<file path="config.mk">
export PLATFORM = sky130hd
export DESIGN_NAME = dedup_pending_event_queue_top
export DESIGN_NICKNAME = d
export VERILOG_FILES = /design/src/hdl/dpeq_pkg.sv /design/src/hdl/dedup_pending_event_queue_top.sv /design/src/hdl/dpeq_cell.sv /design/src/hdl/dpeq_chain.sv
export VERILOG_INCLUDE_DIRS = /design/src /design/src/hdl
export SDC_FILE = /design/constraint.sdc
export NUM_CORES = 1
export LEC_CHECK = 0
export BUFFER_PORTS_ARGS = -buffer_cell sky130_fd_sc_hd__buf_2
export CORE_ASPECT_RATIO = 0.75
export CORE_MARGIN = 4
export CORE_UTILIZATION = 40
export DETAILED_ROUTE_END_ITERATION = 10
export GPL_ROUTABILITY_DRIVEN = 1
export PLACE_DENSITY = 0.59
export SKIP_LAST_GASP = 1
export SLEW_MARGIN = 20
export SYNTH_ARGS = -nofsm -noshare
export SYNTH_HDL_FRONTEND = slang
export SYNTH_SLANG_ARGS = --single-unit
</file>
<file path="constraint.sdc">
create_clock -name clk -period 3.6 [get_ports clk]
set_clock_uncertainty 0.2 [all_clocks]
set_input_delay 0.72 -clock clk [delete_from_list [all_inputs] [get_ports clk]]
set_output_delay 0.72 -clock clk [all_outputs]
set_load 0.05 [all_outputs]
</file>
<file path="src/hdl/assert_macros.svh">
// ----------------------------------------------------------------------------
// Assertion macros for the queue RTL
// ----------------------------------------------------------------------------
`ifndef ASSERT_MACROS_SVH
`define ASSERT_MACROS_SVH

// Clocked property on clk, switched off while rst is high.
`define ASSERT_CLK(label, prop, msg) \
  label: assert property (@(posedge clk) disable iff (rst) (prop)) else $error(msg);

// Clocked implication, antecedent then consequent on the next edge.
`define ASSERT_NEXT(label, ante, cons, msg) \
  label: assert property (@(posedge clk) disable iff (rst) (ante) |=> (cons)) \
    else $error(msg);

`endif

</file>
<file path="src/hdl/dpeq_pkg.sv">
// ----------------------------------------------------------------------------
// dpeq_pkg
// Shared types and constants for the deduplicating pending event queue.
// ----------------------------------------------------------------------------
`timescale 1ns / 1ps

package dpeq_pkg;

  localparam int EVENT_COUNT_DEF = 64;
  localparam int EV_W            = 6;
  localparam int COUNT_W         = 7;
  localparam int MASK_W          = 64;
  localparam int IN_DATA_W       = 8;
  localparam int OUT_DATA_W      = 16;

  localparam logic [1:0] OP_POST = 2'd0;
  localparam logic [1:0] OP_TAKE = 2'd1;
  localparam logic [1:0] OP_PEEK = 2'd2;

  // Per-cycle command broadcast along the cell chain
  typedef struct packed {
    logic            take;
    logic            post;
    logic [EV_W-1:0] post_ev;
  } cell_ctrl_t;

endpackage

</file>
<file path="src/hdl/dedup_pending_event_queue_top.sv">
// ----------------------------------------------------------------------------
// dedup_pending_event_queue_top
// Result appears on m_axis in the cycle after the input transaction.
// Throughput: one transaction per cycle while m_axis does not stall; the cell
// chain shifts or fills per transaction; s_axis_tready follows m_axis_tready.
// Reset: rst clears the chain valid bits, pending bitmap, count and mask;
// no clearing pass is needed.
// ----------------------------------------------------------------------------
`timescale 1ns / 1ps
`include "assert_macros.svh"

module dedup_pending_event_queue_top #(
  parameter int EVENT_COUNT = dpeq_pkg::EVENT_COUNT_DEF
) (
  input  logic                            clk,
  input  logic                            rst,
  input  logic                            cfg_wr_en,
  input  logic [dpeq_pkg::MASK_W-1:0]     cfg_wr_data,
  input  logic                            s_axis_tvalid,
  output logic                            s_axis_tready,
  // [1:0] opcode, [7:2] event_number
  input  logic [dpeq_pkg::IN_DATA_W-1:0]  s_axis_tdata,
  output logic                            m_axis_tvalid,
  input  logic                            m_axis_tready,
  // [5:0] head_event, [6] head_valid, [7] appended, [14:8] pending_count,
  // [15] zero
  output logic [dpeq_pkg::OUT_DATA_W-1:0] m_axis_tdata
);
  import dpeq_pkg::*;

  localparam int IDX_W = (EVENT_COUNT > 1) ? $clog2(EVENT_COUNT) : 1;
  localparam int CNT_W = $clog2(EVENT_COUNT + 1);

  logic [MASK_W-1:0]      enabled_events;
  logic [EVENT_COUNT-1:0] pending;
  logic [CNT_W-1:0]       count;

  logic [1:0]      op;
  logic [EV_W-1:0] ev;
  logic [IDX_W-1:0] ev_idx;
  logic [IDX_W-1:0] head_idx;
  logic            in_acc;
  logic            ev_in_range;
  logic            post_ok;
  logic            take_ok;
  logic            read_op;

  cell_ctrl_t      ctrl;
  logic            head_valid;
  logic [EV_W-1:0] head_ev;

  logic [CNT_W-1:0] count_next;

  logic [EV_W-1:0]    out_head;
  logic               out_hvalid;
  logic               out_appended;
  logic [COUNT_W-1:0] out_count;

  assign op       = s_axis_tdata[1:0];
  assign ev       = s_axis_tdata[7:2];
  assign ev_idx   = ev[IDX_W-1:0];
  assign head_idx = head_ev[IDX_W-1:0];

  assign s_axis_tready = !m_axis_tvalid || m_axis_tready;
  assign in_acc        = s_axis_tvalid && s_axis_tready;

  assign ev_in_range = ({1'b0, ev} < (EV_W+1)'(EVENT_COUNT));
  assign read_op     = (op == OP_TAKE) || (op == OP_PEEK);
  assign post_ok     = in_acc && (op == OP_POST) && ev_in_range && enabled_events[ev]
                       && !pending[ev_idx] && (count < CNT_W'(EVENT_COUNT));
  assign take_ok     = in_acc && (op == OP_TAKE) && head_valid;

  assign ctrl.take    = take_ok;
  assign ctrl.post    = post_ok;
  assign ctrl.post_ev = ev;

  dpeq_chain #(
    .DEPTH (EVENT_COUNT)
  ) u_chain (
    .clk        (clk),
    .rst        (rst),
    .ctrl       (ctrl),
    .head_valid (head_valid),
    .head_ev    (head_ev)
  );

  always_comb begin
    count_next = count;
    if (post_ok) begin
      count_next = count + 1'b1;
    end else if (take_ok) begin
      count_next = count - 1'b1;
    end
  end

  always_ff @(posedge clk) begin
    if (rst) begin
      enabled_events <= '0;
      pending        <= '0;
      count          <= '0;
    end else begin
      if (cfg_wr_en) begin
        enabled_events <= cfg_wr_data;
      end
      if (post_ok) begin
        pending[ev_idx] <= 1'b1;
      end
      if (take_ok) begin
        pending[head_idx] <= 1'b0;
      end
      count <= count_next;
    end
  end

  // Output register: valid under reset, payload loaded on each transaction
  always_ff @(posedge clk) begin
    if (rst) begin
      m_axis_tvalid <= 1'b0;
    end else if (in_acc) begin
      m_axis_tvalid <= 1'b1;
    end else if (m_axis_tready) begin
      m_axis_tvalid <= 1'b0;
    end
  end

  always_ff @(posedge clk) begin
    if (in_acc) begin
      out_head     <= (read_op && head_valid) ? head_ev : '0;
      out_hvalid   <= read_op && head_valid;
      out_appended <= post_ok;
      out_count    <= COUNT_W'(count_next);
    end
  end

  assign m_axis_tdata = {1'b0, out_count, out_appended, out_hvalid, out_head};

  // Chain occupancy, bitmap and counter must agree
  `ASSERT_CLK(a_head_vs_count, head_valid == (count != '0), "head valid disagrees with count")
  `ASSERT_CLK(a_bitmap_vs_count, $countones(pending) == int'(count), "bitmap disagrees with count")
  `ASSERT_NEXT(a_take_dec, take_ok, count == $past(count) - 1'b1, "take did not decrement count")

endmodule

</file>
<file path="src/hdl/dpeq_cell.sv">
// ----------------------------------------------------------------------------
// dpeq_cell
// One queue slot: shifts towards the head on a take, claims a post when it is
// the first empty slot.
// ----------------------------------------------------------------------------
`timescale 1ns / 1ps

module dpeq_cell (
  input  logic                      clk,
  input  logic                      rst,
  input  dpeq_pkg::cell_ctrl_t      ctrl,
  input  logic                      below_valid,
  input  logic                      above_valid,
  input  logic [dpeq_pkg::EV_W-1:0] above_ev,
  output logic                      valid,
  output logic [dpeq_pkg::EV_W-1:0] ev
);
  import dpeq_pkg::*;

  always_ff @(posedge clk) begin
    if (rst) begin
      valid <= 1'b0;
    end else if (ctrl.take) begin
      valid <= above_valid;
    end else if (ctrl.post && !valid && below_valid) begin
      valid <= 1'b1;
    end
  end

  always_ff @(posedge clk) begin
    if (ctrl.take) begin
      ev <= above_ev;
    end else if (ctrl.post && !valid && below_valid) begin
      ev <= ctrl.post_ev;
    end
  end

endmodule

</file>
<file path="src/hdl/dpeq_chain.sv">
// ----------------------------------------------------------------------------
// dpeq_chain
// Row of queue cells; cell 0 holds the oldest pending event.
// ----------------------------------------------------------------------------
`timescale 1ns / 1ps

module dpeq_chain #(
  parameter int DEPTH = dpeq_pkg::EVENT_COUNT_DEF
) (
  input  logic                      clk,
  input  logic                      rst,
  input  dpeq_pkg::cell_ctrl_t      ctrl,
  output logic                      head_valid,
  output logic [dpeq_pkg::EV_W-1:0] head_ev
);
  import dpeq_pkg::*;

  logic [DEPTH-1:0] cell_valid;
  logic [EV_W-1:0]  cell_ev [DEPTH];

  for (genvar i = 0; i < DEPTH; i++) begin : g_cell
    logic            below_v;
    logic            above_v;
    logic [EV_W-1:0] above_e;

    if (i == 0) begin : g_first
      assign below_v = 1'b1;
    end else begin : g_mid
      assign below_v = cell_valid[i-1];
    end

    if (i == DEPTH-1) begin : g_last
      assign above_v = 1'b0;
      assign above_e = '0;
    end else begin : g_inner
      assign above_v = cell_valid[i+1];
      assign above_e = cell_ev[i+1];
    end

    dpeq_cell u_cell (
      .clk         (clk),
      .rst         (rst),
      .ctrl        (ctrl),
      .below_valid (below_v),
      .above_valid (above_v),
      .above_ev    (above_e),
      .valid       (cell_valid[i]),
      .ev          (cell_ev[i])
    );
  end

  assign head_valid = cell_valid[0];
  assign head_ev    = cell_ev[0];

endmodule
</file>
# [Word-level counts from Yosys, hierarchy flattened]
# Index checks and enable logic that the tools add are counted.
[op_classes] add_sub_neg=2 order_cmp=5 eq_ne=2 n_mux=267 bitwise_logic=3 n_reduce_logical=271
[op_table] op="$mux 6" count=126
[op_table] op="$mux 64" count=3
[op_table] op="$logic_and 1x1->1" count=137
[op_table] op="$mux 1" count=132
[op_table] op="$reduce_bool 2->1" count=64
[op_table] op="$logic_not 1->1" count=66
[op_table] op="$and 64x64->64" count=1
[op_table] op="$not 64->64" count=1
[op_table] op="$or 64x64->64" count=1
[op_table] op="$lt 6x7->1 const B" count=2
[op_table] op="$mux 7" count=2
[op_table] op="$bmux 1 s6" count=2
[op_table] op="$demux 1 s6" count=2
[op_table] op="$ge 6x1->1 const B" count=2
[op_table] op="$add 7x1->7 const B" count=1
[op_table] op="$lt 7x7->1 const B" count=1
[op_table] op="$sub 7x1->7 const B" count=1
[op_table] op="$eq 2x1->1 const B" count=1
[op_table] op="$eq 2x2->1 const B" count=1
[op_table] op="$logic_not 2->1" count=1
[op_table] op="$logic_or 1x1->1" count=2
[op_table] op="$reduce_or 2->1" count=1
[totals] reg_bits=599 inputBits=77 out_inout_bits=18 elab_cells=686

# [Depth between registers and ports, before layout]
# Gate-level depths: netlist of the first run.
[depth] ltp_word=11 mapped_depth=13 mapped_depth_nobuf=8

# [Cells and area by module]
# From an unflattened synthesis of the first run, not the netlist that was laid out.
[unflattened] cells_unflattened=2022 area_unflattened_um2=29171.7
[by_module_without_submodules] mod="dpeq_cell" n_inst=64 cells_each=19 area_per_inst_um2=337.8 seq_area_each_um2=200.2
[by_module_without_submodules] mod="dedup_pending_event_queue_top" n_inst=1 cells_each=804 area_per_inst_um2=7543.5 seq_area_each_um2=3173.0
[by_module_without_submodules] mod="dpeq_chain" n_inst=1 cells_each=2 area_per_inst_um2=7.5 seq_area_each_um2=0.0

# [Worst setup path after synthesis of the first run]
# Ideal clock, no wire load.
[synth_path] kind="input to register" startpoint="input m_axis_tready" endpoint="register u_chain.g_cell[1].u_cell.ev[0] (netlist bit), enable pin" setup_time_ps=377 arrival_time_ps=3326 required_time_ps=3023 setup_slack_ps=-303 path_stages=10 n_path_buf=2 cell_sequence="nand2b_1 and2_1 nand3b_1 a221oi_1 nand4_1 nor2_4 buf_4 buf_4 nand2_1 o21ai_0"
[synth_via] elab_chain_cells=9 word_cells_on_any_way=11 classes_between="11 x reduce/logical"
[synth_lines] element="from (decl)" line_no="dedup_pending_event_queue_top.sv:24" rtl="input logic m_axis_tready,"
[synth_lines] element="$logic_or 1x1->1 (*)" line_no="dedup_pending_event_queue_top.sv:64" rtl="assign s_axis_tready = !m_axis_tvalid || m_axis_tready;"
[synth_lines] element="$logic_and 1x1->1 (*)" line_no="dedup_pending_event_queue_top.sv:65" rtl="assign in_acc = s_axis_tvalid && s_axis_tready;"
[synth_lines] element="named net in_acc" line_no="dedup_pending_event_queue_top.sv:42" rtl="logic in_acc;"
[synth_lines] element="$logic_and 1x1->1 (2 in a row)" line_no="dedup_pending_event_queue_top.sv:69" rtl="assign post_ok = in_acc && (op == OP_POST) && ev_in_range && enabled_events[ev]"
[synth_lines] element="$logic_and 1x1->1 (2 in a row)" line_no="dedup_pending_event_queue_top.sv:70" rtl="&& !pending[ev_idx] && (count < CNT_W'(EVENT_COUNT));"
[synth_lines] element="$logic_and 1x1->1 (2 in a row)" line_no="dpeq_cell.sv:33" rtl="end else if (ctrl.post && !valid && below_valid) begin"
[synth_lines] element="$reduce_bool 2->1 (no source line) (*)"
[synth_lines] element="to (signal assigned)" line_no="dpeq_cell.sv:32" rtl="ev <= above_ev;"
[synth_lines] element="to (signal assigned)" line_no="dpeq_cell.sv:34" rtl="ev <= ctrl.post_ev;"
[synth_lines] element="to (decl)" line_no="dpeq_cell.sv:16" rtl="output logic [dpeq_pkg::EV_W-1:0] ev"
# The timed path passes the listed nets; every way through them passes the cells marked *.
# A chain may end at the register's enable or synchronous reset.

# [Worst setup path in the final report of the first run]
[layout_path] startpoint="input s_axis_tdata[4] (netlist bit)" endpoint="register u_chain.g_cell[57].u_cell.ev[4] (netlist bit), enable pin"
[layout_via] elab_chain_cells=8 word_cells_on_any_way=11 classes_between="4 x mux; 7 x reduce/logical"
[layout_lines] element="from (decl)" line_no="dedup_pending_event_queue_top.sv:22" rtl="input logic [dpeq_pkg::IN_DATA_W-1:0] s_axis_tdata,"
[layout_lines] element="$bmux 1 s6 (on tied branches)" line_no="dedup_pending_event_queue_top.sv:69, dedup_pending_event_queue_top.sv:70"
[layout_lines] element="$mux 1 (on tied branches)" line_no="dedup_pending_event_queue_top.sv:69, dedup_pending_event_queue_top.sv:70"
[layout_lines] element="$logic_and 1x1->1 or $logic_not 1->1 (tied branches)" line_no="dedup_pending_event_queue_top.sv:69, dedup_pending_event_queue_top.sv:70"
[layout_lines] element="$logic_and 1x1->1 (*) (2 in a row)" line_no="dedup_pending_event_queue_top.sv:70"
[layout_lines] element="$logic_and 1x1->1 (*) (2 in a row)" line_no="dpeq_cell.sv:33"
[layout_lines] element="$reduce_bool 2->1 (no source line) (*)"
[layout_lines] element="to (signal assigned)" line_no="dpeq_cell.sv:32"
[layout_lines] element="to (signal assigned)" line_no="dpeq_cell.sv:34"
[layout_lines] element="to (decl)" line_no="dpeq_cell.sv:16"
# Mark *: on every way between the ends. The rest lies on a longest branch, timed or not. The select of a mux whose other input is x is not followed.

==> results.sh, run 1 <==
export IMPL_outcome="finished clean"
export IMPL_syn_to_final_growth_pct=16.4
export IMPL_pwr_share_comb=0.049
export IMPL_post_synth_instance_area_sq_um=24900
export IMPL_power_leakage_nw=10.9
export IMPL_clock_power_share=0.431
export IMPL_routed_via_count=17475
export IMPL_power_density_nw_per_um2=492
export IMPL_place_ws_ns=-0.634
export IMPL_final_hold_violation_count=0
export IMPL_finish_utilization=0.475
export IMPL_syn_inst=2399
export IMPL_synthesis_nets=2480
export IMPL_drc=0
export IMPL_total_power_mw=14.3
export IMPL_final_common_cell="nand2_1"
export IMPL_gr_usage_met3=0.0320
export IMPL_maximum_number_of_pins_on_one_net_before_global_route_repair=138
export IMPL_initial_core_util=0.408
export IMPL_post_dp_hpwl_um=36400
export IMPL_grt_met2_usage=0.253
export IMPL_insertion_delay_ns=0.60
export IMPL_seqPwrFrac=0.520
export IMPL_number_of_enable_flip_flop_cells_after_synthesis=393
export IMPL_clk_path_buf_depth=3
export IMPL_finalWorstPathRequiredPeriod_ns=3.44
export IMPL_cp_cell_sequence="buf_2 -> buf_4 -> mux2_4 -> a221oi_2 -> a31oi_1 -> a221oi_1 -> nand4_1 -> nor2_4 -> buf_12 -> buf_12 -> nand2_1 -> o21ai_1"
export IMPL_start_kind="input pin"
export IMPL_multiInputGateArea_sq_um=8300
export IMPL_grt_busiest_layer="met1"
export IMPL_asyncSetResetFlopFracSynth=0
export IMPL_wl_per_cell_um=17.5
export IMPL_gr_layer_usage_met1=0.275
export IMPL_final_design_area_no_fill_sq_um=29000
export IMPL_grt_util_all_layers=0.175
export IMPL_violation_count_after_the_first_detailed_routing_iteration=1359
export IMPL_drv_slew=0
export IMPL_grt_pass1_wl_um=94700
export IMPL_die_h_um=224
export IMPL_layout_filler_cells=5590
export IMPL_max_freq_ghz=0.290
export IMPL_post_route_fraction_of_the_period_consumed_by_the_critical_path=0.957
export IMPL_routed_via_count_divided_by_cell_count=5.19
export IMPL_detailedRoute_firstPassIterationCount=5
export IMPL_dpl_instance_area_sq_um=26900
export IMPL_layoutNonFillerInstCount=3364
export IMPL_holdBufCountCts=0
export IMPL_ys_seq_area_frac=0.640
export IMPL_cp_max_fanout=21
export IMPL_worst_setup_path_end_kind="flop"
export IMPL_critical_path_top_delay_family="compound AO/OA/AOI/OAI gates"
export IMPL_syn_avg_cell_area_sq_um=10.4
export IMPL_cts_root_buffer_cell="clkbuf_16"
export IMPL_num_antenna_cells=0
export IMPL_final_cell_mix="nand2_1 (849), edfxtp_1 (393), nor2_1 (236)"
export IMPL_max_cap_violations=0
export IMPL_worst_hold_path_type="in2reg"
export IMPL_cp_arrival_ns=3.48
export IMPL_rows=78
export IMPL_synth_warnings=0
export IMPL_final_routed_wirelength_um=58700
export IMPL_cts_tree="built"
export IMPL_p_switching_mw=3.11
export IMPL_timing_slew_headroom=0.248
export IMPL_overflow=0
export IMPL_cell_internal_pwr_mw=11.1
export IMPL_number_of_global_route_vias_before_repair=17219
export IMPL_crit_top_cell="buf_12"
export IMPL_timing_critical_path_required_ns=3.64
export IMPL_dominantRegCellSynth="edfxtp_1"
export IMPL_gp_routability_congestion=0.889
export IMPL_setup_violations=0
export IMPL_ys_ff_latch=599
export IMPL_critical_path_class="in2reg"
export IMPL_cpMaxStageDelayCell="o21ai_1"
export IMPL_numCtsBuffers=57
export IMPL_final_layout_size_suffix_gt1_frac=0.159
export IMPL_horizontal_die_dimension_um=296
export IMPL_clock_tree_htree_level_count=2
export IMPL_grt_antenna_before_repair=0
export IMPL_numPlacedInstances=3256
export IMPL_worst_pin_slew_ns=1.12
export IMPL_timing_critical_path_slowest_cell_delay_ns=0.41
export IMPL_critPathBufInv=4
export IMPL_synth_lib_cells_used_distinct=56
export IMPL_clkTransAtPathRegs_ns=0.07
export IMPL_placeable_core_region_sq_um=61000
export IMPL_postRouteAntennaNets=0
export IMPL_ir_drop_uv=340
export IMPL_seq_area_sq_um=15900
export IMPL_num_nets_final=2596
export IMPL_swShare=0.218
export IMPL_boundaryPins=95
export IMPL_rsz0062_at_grt="no"
export IMPL_clock_sinks=599
export IMPL_numPortBuffers=93
export IMPL_floorplan_die_area_sq_um=66300
export IMPL_setup_slack_ns=0.156
cells by family (layout without fill, tap and decap cells):
family,after synthesis,in the layout,share of synthesized area
AND/OR/NAND/NOR,1194,1194,0.190
XOR/XNOR,5,5,0.00176
buffers and inverters,193,358,0.0342
AO/OA/AOI/OAI,283,283,0.0749
adder cells (fa/ha/maj),4,4,0.00201
flip-flops,599,599,0.640
multiplexers,120,120,0.0569
other,1,1,0.000151
Yosys cell counts, types with 2 or more instances:
| library cell | instances | share of area |
|---|---|---|
| buf_6 | 7 | 0.0032 |
| nand3_1 | 15 | 0.0030 |
| nor3b_1 | 3 | 0.00090 |
| dfxtp_1 | 206 | 0.17 |
| mux4_2 | 16 | 0.014 |
| and3_1 | 13 | 0.0033 |
| xnor2_1 | 3 | 0.0011 |
| nor3_1 | 31 | 0.0062 |
| a22oi_1 | 2 | 0.00060 |
| a221oi_1 | 6 | 0.0021 |
| buf_4 | 17 | 0.0051 |
| inv_1 | 8 | 0.0012 |
| a21oi_1 | 22 | 0.0044 |
| o2bb2ai_1 | 4 | 0.0014 |
| nand4_1 | 2 | 0.00050 |
| nand2_1 | 855 | 0.13 |
| or2_2 | 2 | 0.00050 |
| edfxtp_1 | 393 | 0.47 |
| clkbuf_1 | 145 | 0.022 |
| buf_1 | 6 | 0.00090 |
| nand3b_1 | 2 | 0.00060 |
| xor2_1 | 2 | 0.00070 |
| nor4b_1 | 2 | 0.00070 |
| o31ai_1 | 2 | 0.00060 |
| ha_1 | 4 | 0.0020 |
| mux2_1 | 2 | 0.00090 |
| or3_1 | 3 | 0.00075 |
| a211oi_1 | 113 | 0.034 |
| a311oi_1 | 4 | 0.0014 |
| mux2i_1 | 95 | 0.038 |
| nor4_1 | 2 | 0.00050 |
| o21ai_0 | 68 | 0.014 |
| nand2b_1 | 5 | 0.0013 |
| and2_1 | 3 | 0.00075 |
| o22ai_1 | 4 | 0.0010 |
| nor2_1 | 236 | 0.036 |
| and3b_1 | 2 | 0.00070 |
| mux2_2 | 6 | 0.0027 |
| a22o_1 | 2 | 0.00070 |
| buf_2 | 9 | 0.0018 |
| a31oi_1 | 51 | 0.013 |
| nor2b_1 | 12 | 0.0030 |
layer usage:
layer,routed length (um),up-vias,share of wire
met3,3970,79,0.068
li1,-,8469,-
met1,29100,8453,0.50
met2,24700,474,0.42
met5,0,-,0
met4,938,0,0.016
sequential cells by signal (all words and copies together), names as in the netlist:
register,flops
pending,64
count,7
enabled_events,64
u_chain.g_cell.u_cell.ev,384
m_axis_tvalid,1
out_appended,1
out_count,7
out_hvalid,1
u_chain.g_cell.u_cell.valid,64
out_head,6
worst min-delay path: stages:
cell	delay, ns
buf_2	0.08
mux2i_1	0.06
nor2_1	0.07
cell type report:
class                   count  share of cell area
clock buffers              80              0.0547
flip-flops and latches    599               0.550
clock inverters            28              0.0111
multi-input cells        1607               0.287
inverters                   9             0.00117
repair buffers            241              0.0622
well taps                 800              0.0346
path summary, 6_finish.rpt:
kind | start | end | slack, ns | cells past startpoint
setup / recovery | s_axis_tdata[4] | u_chain.g_cell[57].u_cell.ev[4] | 0.16 | 12
hold / removal | cfg_wr_data[42] | enabled_events[42] | 0.16 | 3
setup reg to reg | pending[54] | u_chain.g_cell[57].u_cell.ev[4] | 0.45 | 11
hold reg to reg | u_chain.g_cell[63].u_cell.ev[3] | u_chain.g_cell[63].u_cell.ev[3] | 0.27 | 2
per-stage QoR:
step / setup TNS [ns] / hold slack [ns]
after floorplan: -3.03 / 0.239
after global placement: -140.02 / 0.247
after detailed placement: -183.15 / 0.258
after CTS: 0 / 0.128
after global routing: 0 / 0.147
final: 0 / 0.158
power by group through the flow:
stage          logic, mW  clock network [mW]  registers [mW]
4_1_cts            0.703                6.27            7.41
6_report           0.700                6.14            7.42
2_1_floorplan      0.398                   0            7.58
3_3_place_gp       0.689                   0            7.56
5_1_grt            0.767                6.54            7.42
3_5_place_dp       0.698                   0            7.56
timing repair:
| item | 4_1_cts | 5_1_grt |
|---|---|---|
| buffers inserted | 0 | 0 |
| gates resized for setup | 0 | 40 |
| setup endpoints to repair | 0 | 230 |
Power figures use the tool's default switching activity.
==> inputs of run 2 (changes only) <==
--- a/config.mk
+++ b/config.mk
@@ -8,7 +8,7 @@
 export LEC_CHECK = 0
 export BUFFER_PORTS_ARGS = -buffer_cell sky130_fd_sc_hd__buf_2
 export CORE_ASPECT_RATIO = 0.75
-export CORE_MARGIN = 4
+export CORE_MARGIN = 2
 export CORE_UTILIZATION = 40
 export DETAILED_ROUTE_END_ITERATION = 10
 export GPL_ROUTABILITY_DRIVEN = 1
==> results.sh, run 2 (synthesis results as in run 1) <==
export IMPL_final_layout_size_suffix_gt1_frac=0.168
export IMPL_max_cap_violations=0
export IMPL_initial_core_util=0.403
export IMPL_setup_violations=0
export IMPL_numPortBuffers=93
export IMPL_cts_tree="built"
export IMPL_num_antenna_cells=0
export IMPL_horizontal_die_dimension_um=292
export IMPL_largest_reg_flops=384
export IMPL_grt_met2_usage=0.275
export IMPL_worst_hold_path_type="in2reg"
export IMPL_ir_drop_uv=358
export IMPL_routed_via_count=17943
export IMPL_timing_slew_headroom=0.282
export IMPL_numPlacedInstances=3340
export IMPL_max_freq_ghz=0.295
export IMPL_fin_worst_hold_slack_ns=0.138
export IMPL_regMostFlops="u_chain.g_cell.u_cell.ev"
export IMPL_grt_util_all_layers=0.185
export IMPL_grt_busiest_layer="met1"
export IMPL_detailedRoute_firstPassIterationCount=5
export IMPL_clock_sinks=599
export IMPL_placeable_core_region_sq_um=61800
export IMPL_timing_critical_path_required_ns=3.92
export IMPL_clock_tree_htree_level_count=2
export IMPL_cp_arrival_ns=3.71
export IMPL_gp_routability_congestion=0.912
export IMPL_floorplan_die_area_sq_um=64300
export IMPL_insertion_delay_ns=0.63
export IMPL_seq_area_sq_um=15900
export IMPL_dpl_instance_area_sq_um=27600
export IMPL_grt_antenna_before_repair=0
export IMPL_worst_pin_slew_ns=1.07
export IMPL_gr_usage_met3=0.0331
export IMPL_post_dp_hpwl_um=38400
export IMPL_num_nets_final=2672
export IMPL_violation_count_after_the_first_detailed_routing_iteration=1568
export IMPL_number_of_global_route_vias_before_repair=17497
export IMPL_maximum_number_of_pins_on_one_net_before_global_route_repair=143
export IMPL_post_route_fraction_of_the_period_consumed_by_the_critical_path=0.942
export IMPL_worst_setup_path_end_kind="flop"
export IMPL_routed_via_count_divided_by_cell_count=5.20
export IMPL_postRouteAntennaNets=0
export IMPL_final_common_cell="nand2_1"
export IMPL_cts_root_buffer_cell="clkbuf_16"
export IMPL_final_design_area_no_fill_sq_um=29500
export IMPL_final_hold_violation_count=0
export IMPL_numCtsBuffers=59
export IMPL_wl_per_cell_um=17.4
export IMPL_grt_pass1_wl_um=96100
export IMPL_start_kind="input pin"
export IMPL_final_cell_mix="nand2_1 (849), edfxtp_1 (393), nor2_1 (236)"
export IMPL_finalWorstPathRequiredPeriod_ns=3.39
export IMPL_layout_filler_cells=5677
export IMPL_timing_reg2reg_setup_slack_ns=0.52
export IMPL_multiInputGateArea_sq_um=8150
export IMPL_final_routed_wirelength_um=59800
export IMPL_cts_post_setup_buffers_inserted=0
export IMPL_cp_max_fanout=30
export IMPL_clk_path_buf_depth=3
export IMPL_outcome="finished clean"
export IMPL_finish_utilization=0.477
export IMPL_layoutNonFillerInstCount=3449
export IMPL_overflow=0
export IMPL_syn_to_final_growth_pct=18.4
export IMPL_power_density_nw_per_um2=479
export IMPL_clkTransAtPathRegs_ns=0.06
export IMPL_drv_slew=0
export IMPL_die_h_um=220
export IMPL_rows=79
export IMPL_rsz0062_at_grt="no"
export IMPL_cts_resized_gates=0
export IMPL_boundaryPins=95
export IMPL_critical_path_class="in2reg"
export IMPL_power_leakage_nw=11.2
export IMPL_drc=0
export IMPL_holdBufCountCts=0
export IMPL_gr_layer_usage_met1=0.282
[run 2: changes by cell type in the layout (fill, tap and decap cells not counted), sizes merged]
cell,before,now
bufinv,6,1
buf,241,315
clkbuf,80,88
inv,12,10
[run 2: layout make-up]
type                    count  share of cell area
clock inverters            21             0.00569
repair buffers            315              0.0849
multi-input cells        1607               0.277
inverters                   9             0.00115
flip-flops and latches    599               0.540
well taps                 810              0.0344
clock buffers              88              0.0570
[run 2: worst max-delay path: stages]
cell,delay [ns]
buf_2,0.35
buf_4,0.23
buf_4,0.13
o211a_1,0.13
a211oi_1,0.05
a2111oi_0,0.52
nand4_1,0.29
nor2_4,0.25
buf_4,0.23
buf_4,0.35
a31oi_1,0.14
a211oi_1,0.29
[run 2: routing by layer]
metal	part of all wire	up-vias
li1	-	8633
met1	0.50	8752
met2	0.43	494
met3	0.060	64
met4	0.013	0
met5	0	-
[run 2: power breakdown]
group / internal [mW] / total (mW) / leakage, nW / switching (mW)
clock: 3.31 / 5.96 / 0.912 / 2.66
combinational: 0.272 / 0.734 / 5.11 / 0.463
sequential: 7.38 / 7.42 / 5.22 / 0.0365
[run 2: path summary, 6_finish.rpt]
| check | start | end | cells after the start |
|---|---|---|---|
| worst max-delay path | s_axis_tdata[2] | pending[18] | 12 |
| worst max register to register | pending[54] | pending[18] | 10 |
| worst min-delay path | cfg_wr_data[63] | enabled_events[63] | 3 |
| worst min register to register | u_chain.g_cell[63].u_cell.ev[2] | u_chain.g_cell[63].u_cell.ev[2] | 2 |
[run 2: stage by stage]
step / setup TNS [ns] / worst slack, ns / power (mW)
2_1_floorplan: -3.03 / -0.134 / 7.98
3_3_place_gp: -179.10 / -0.512 / 8.29
3_5_place_dp: -75.84 / -0.293 / 8.30
4_1_cts: 0 / 0.343 / 14.3
5_1_grt: 0 / 0.0659 / 14.6
6_report: 0 / 0.210 / 14.1
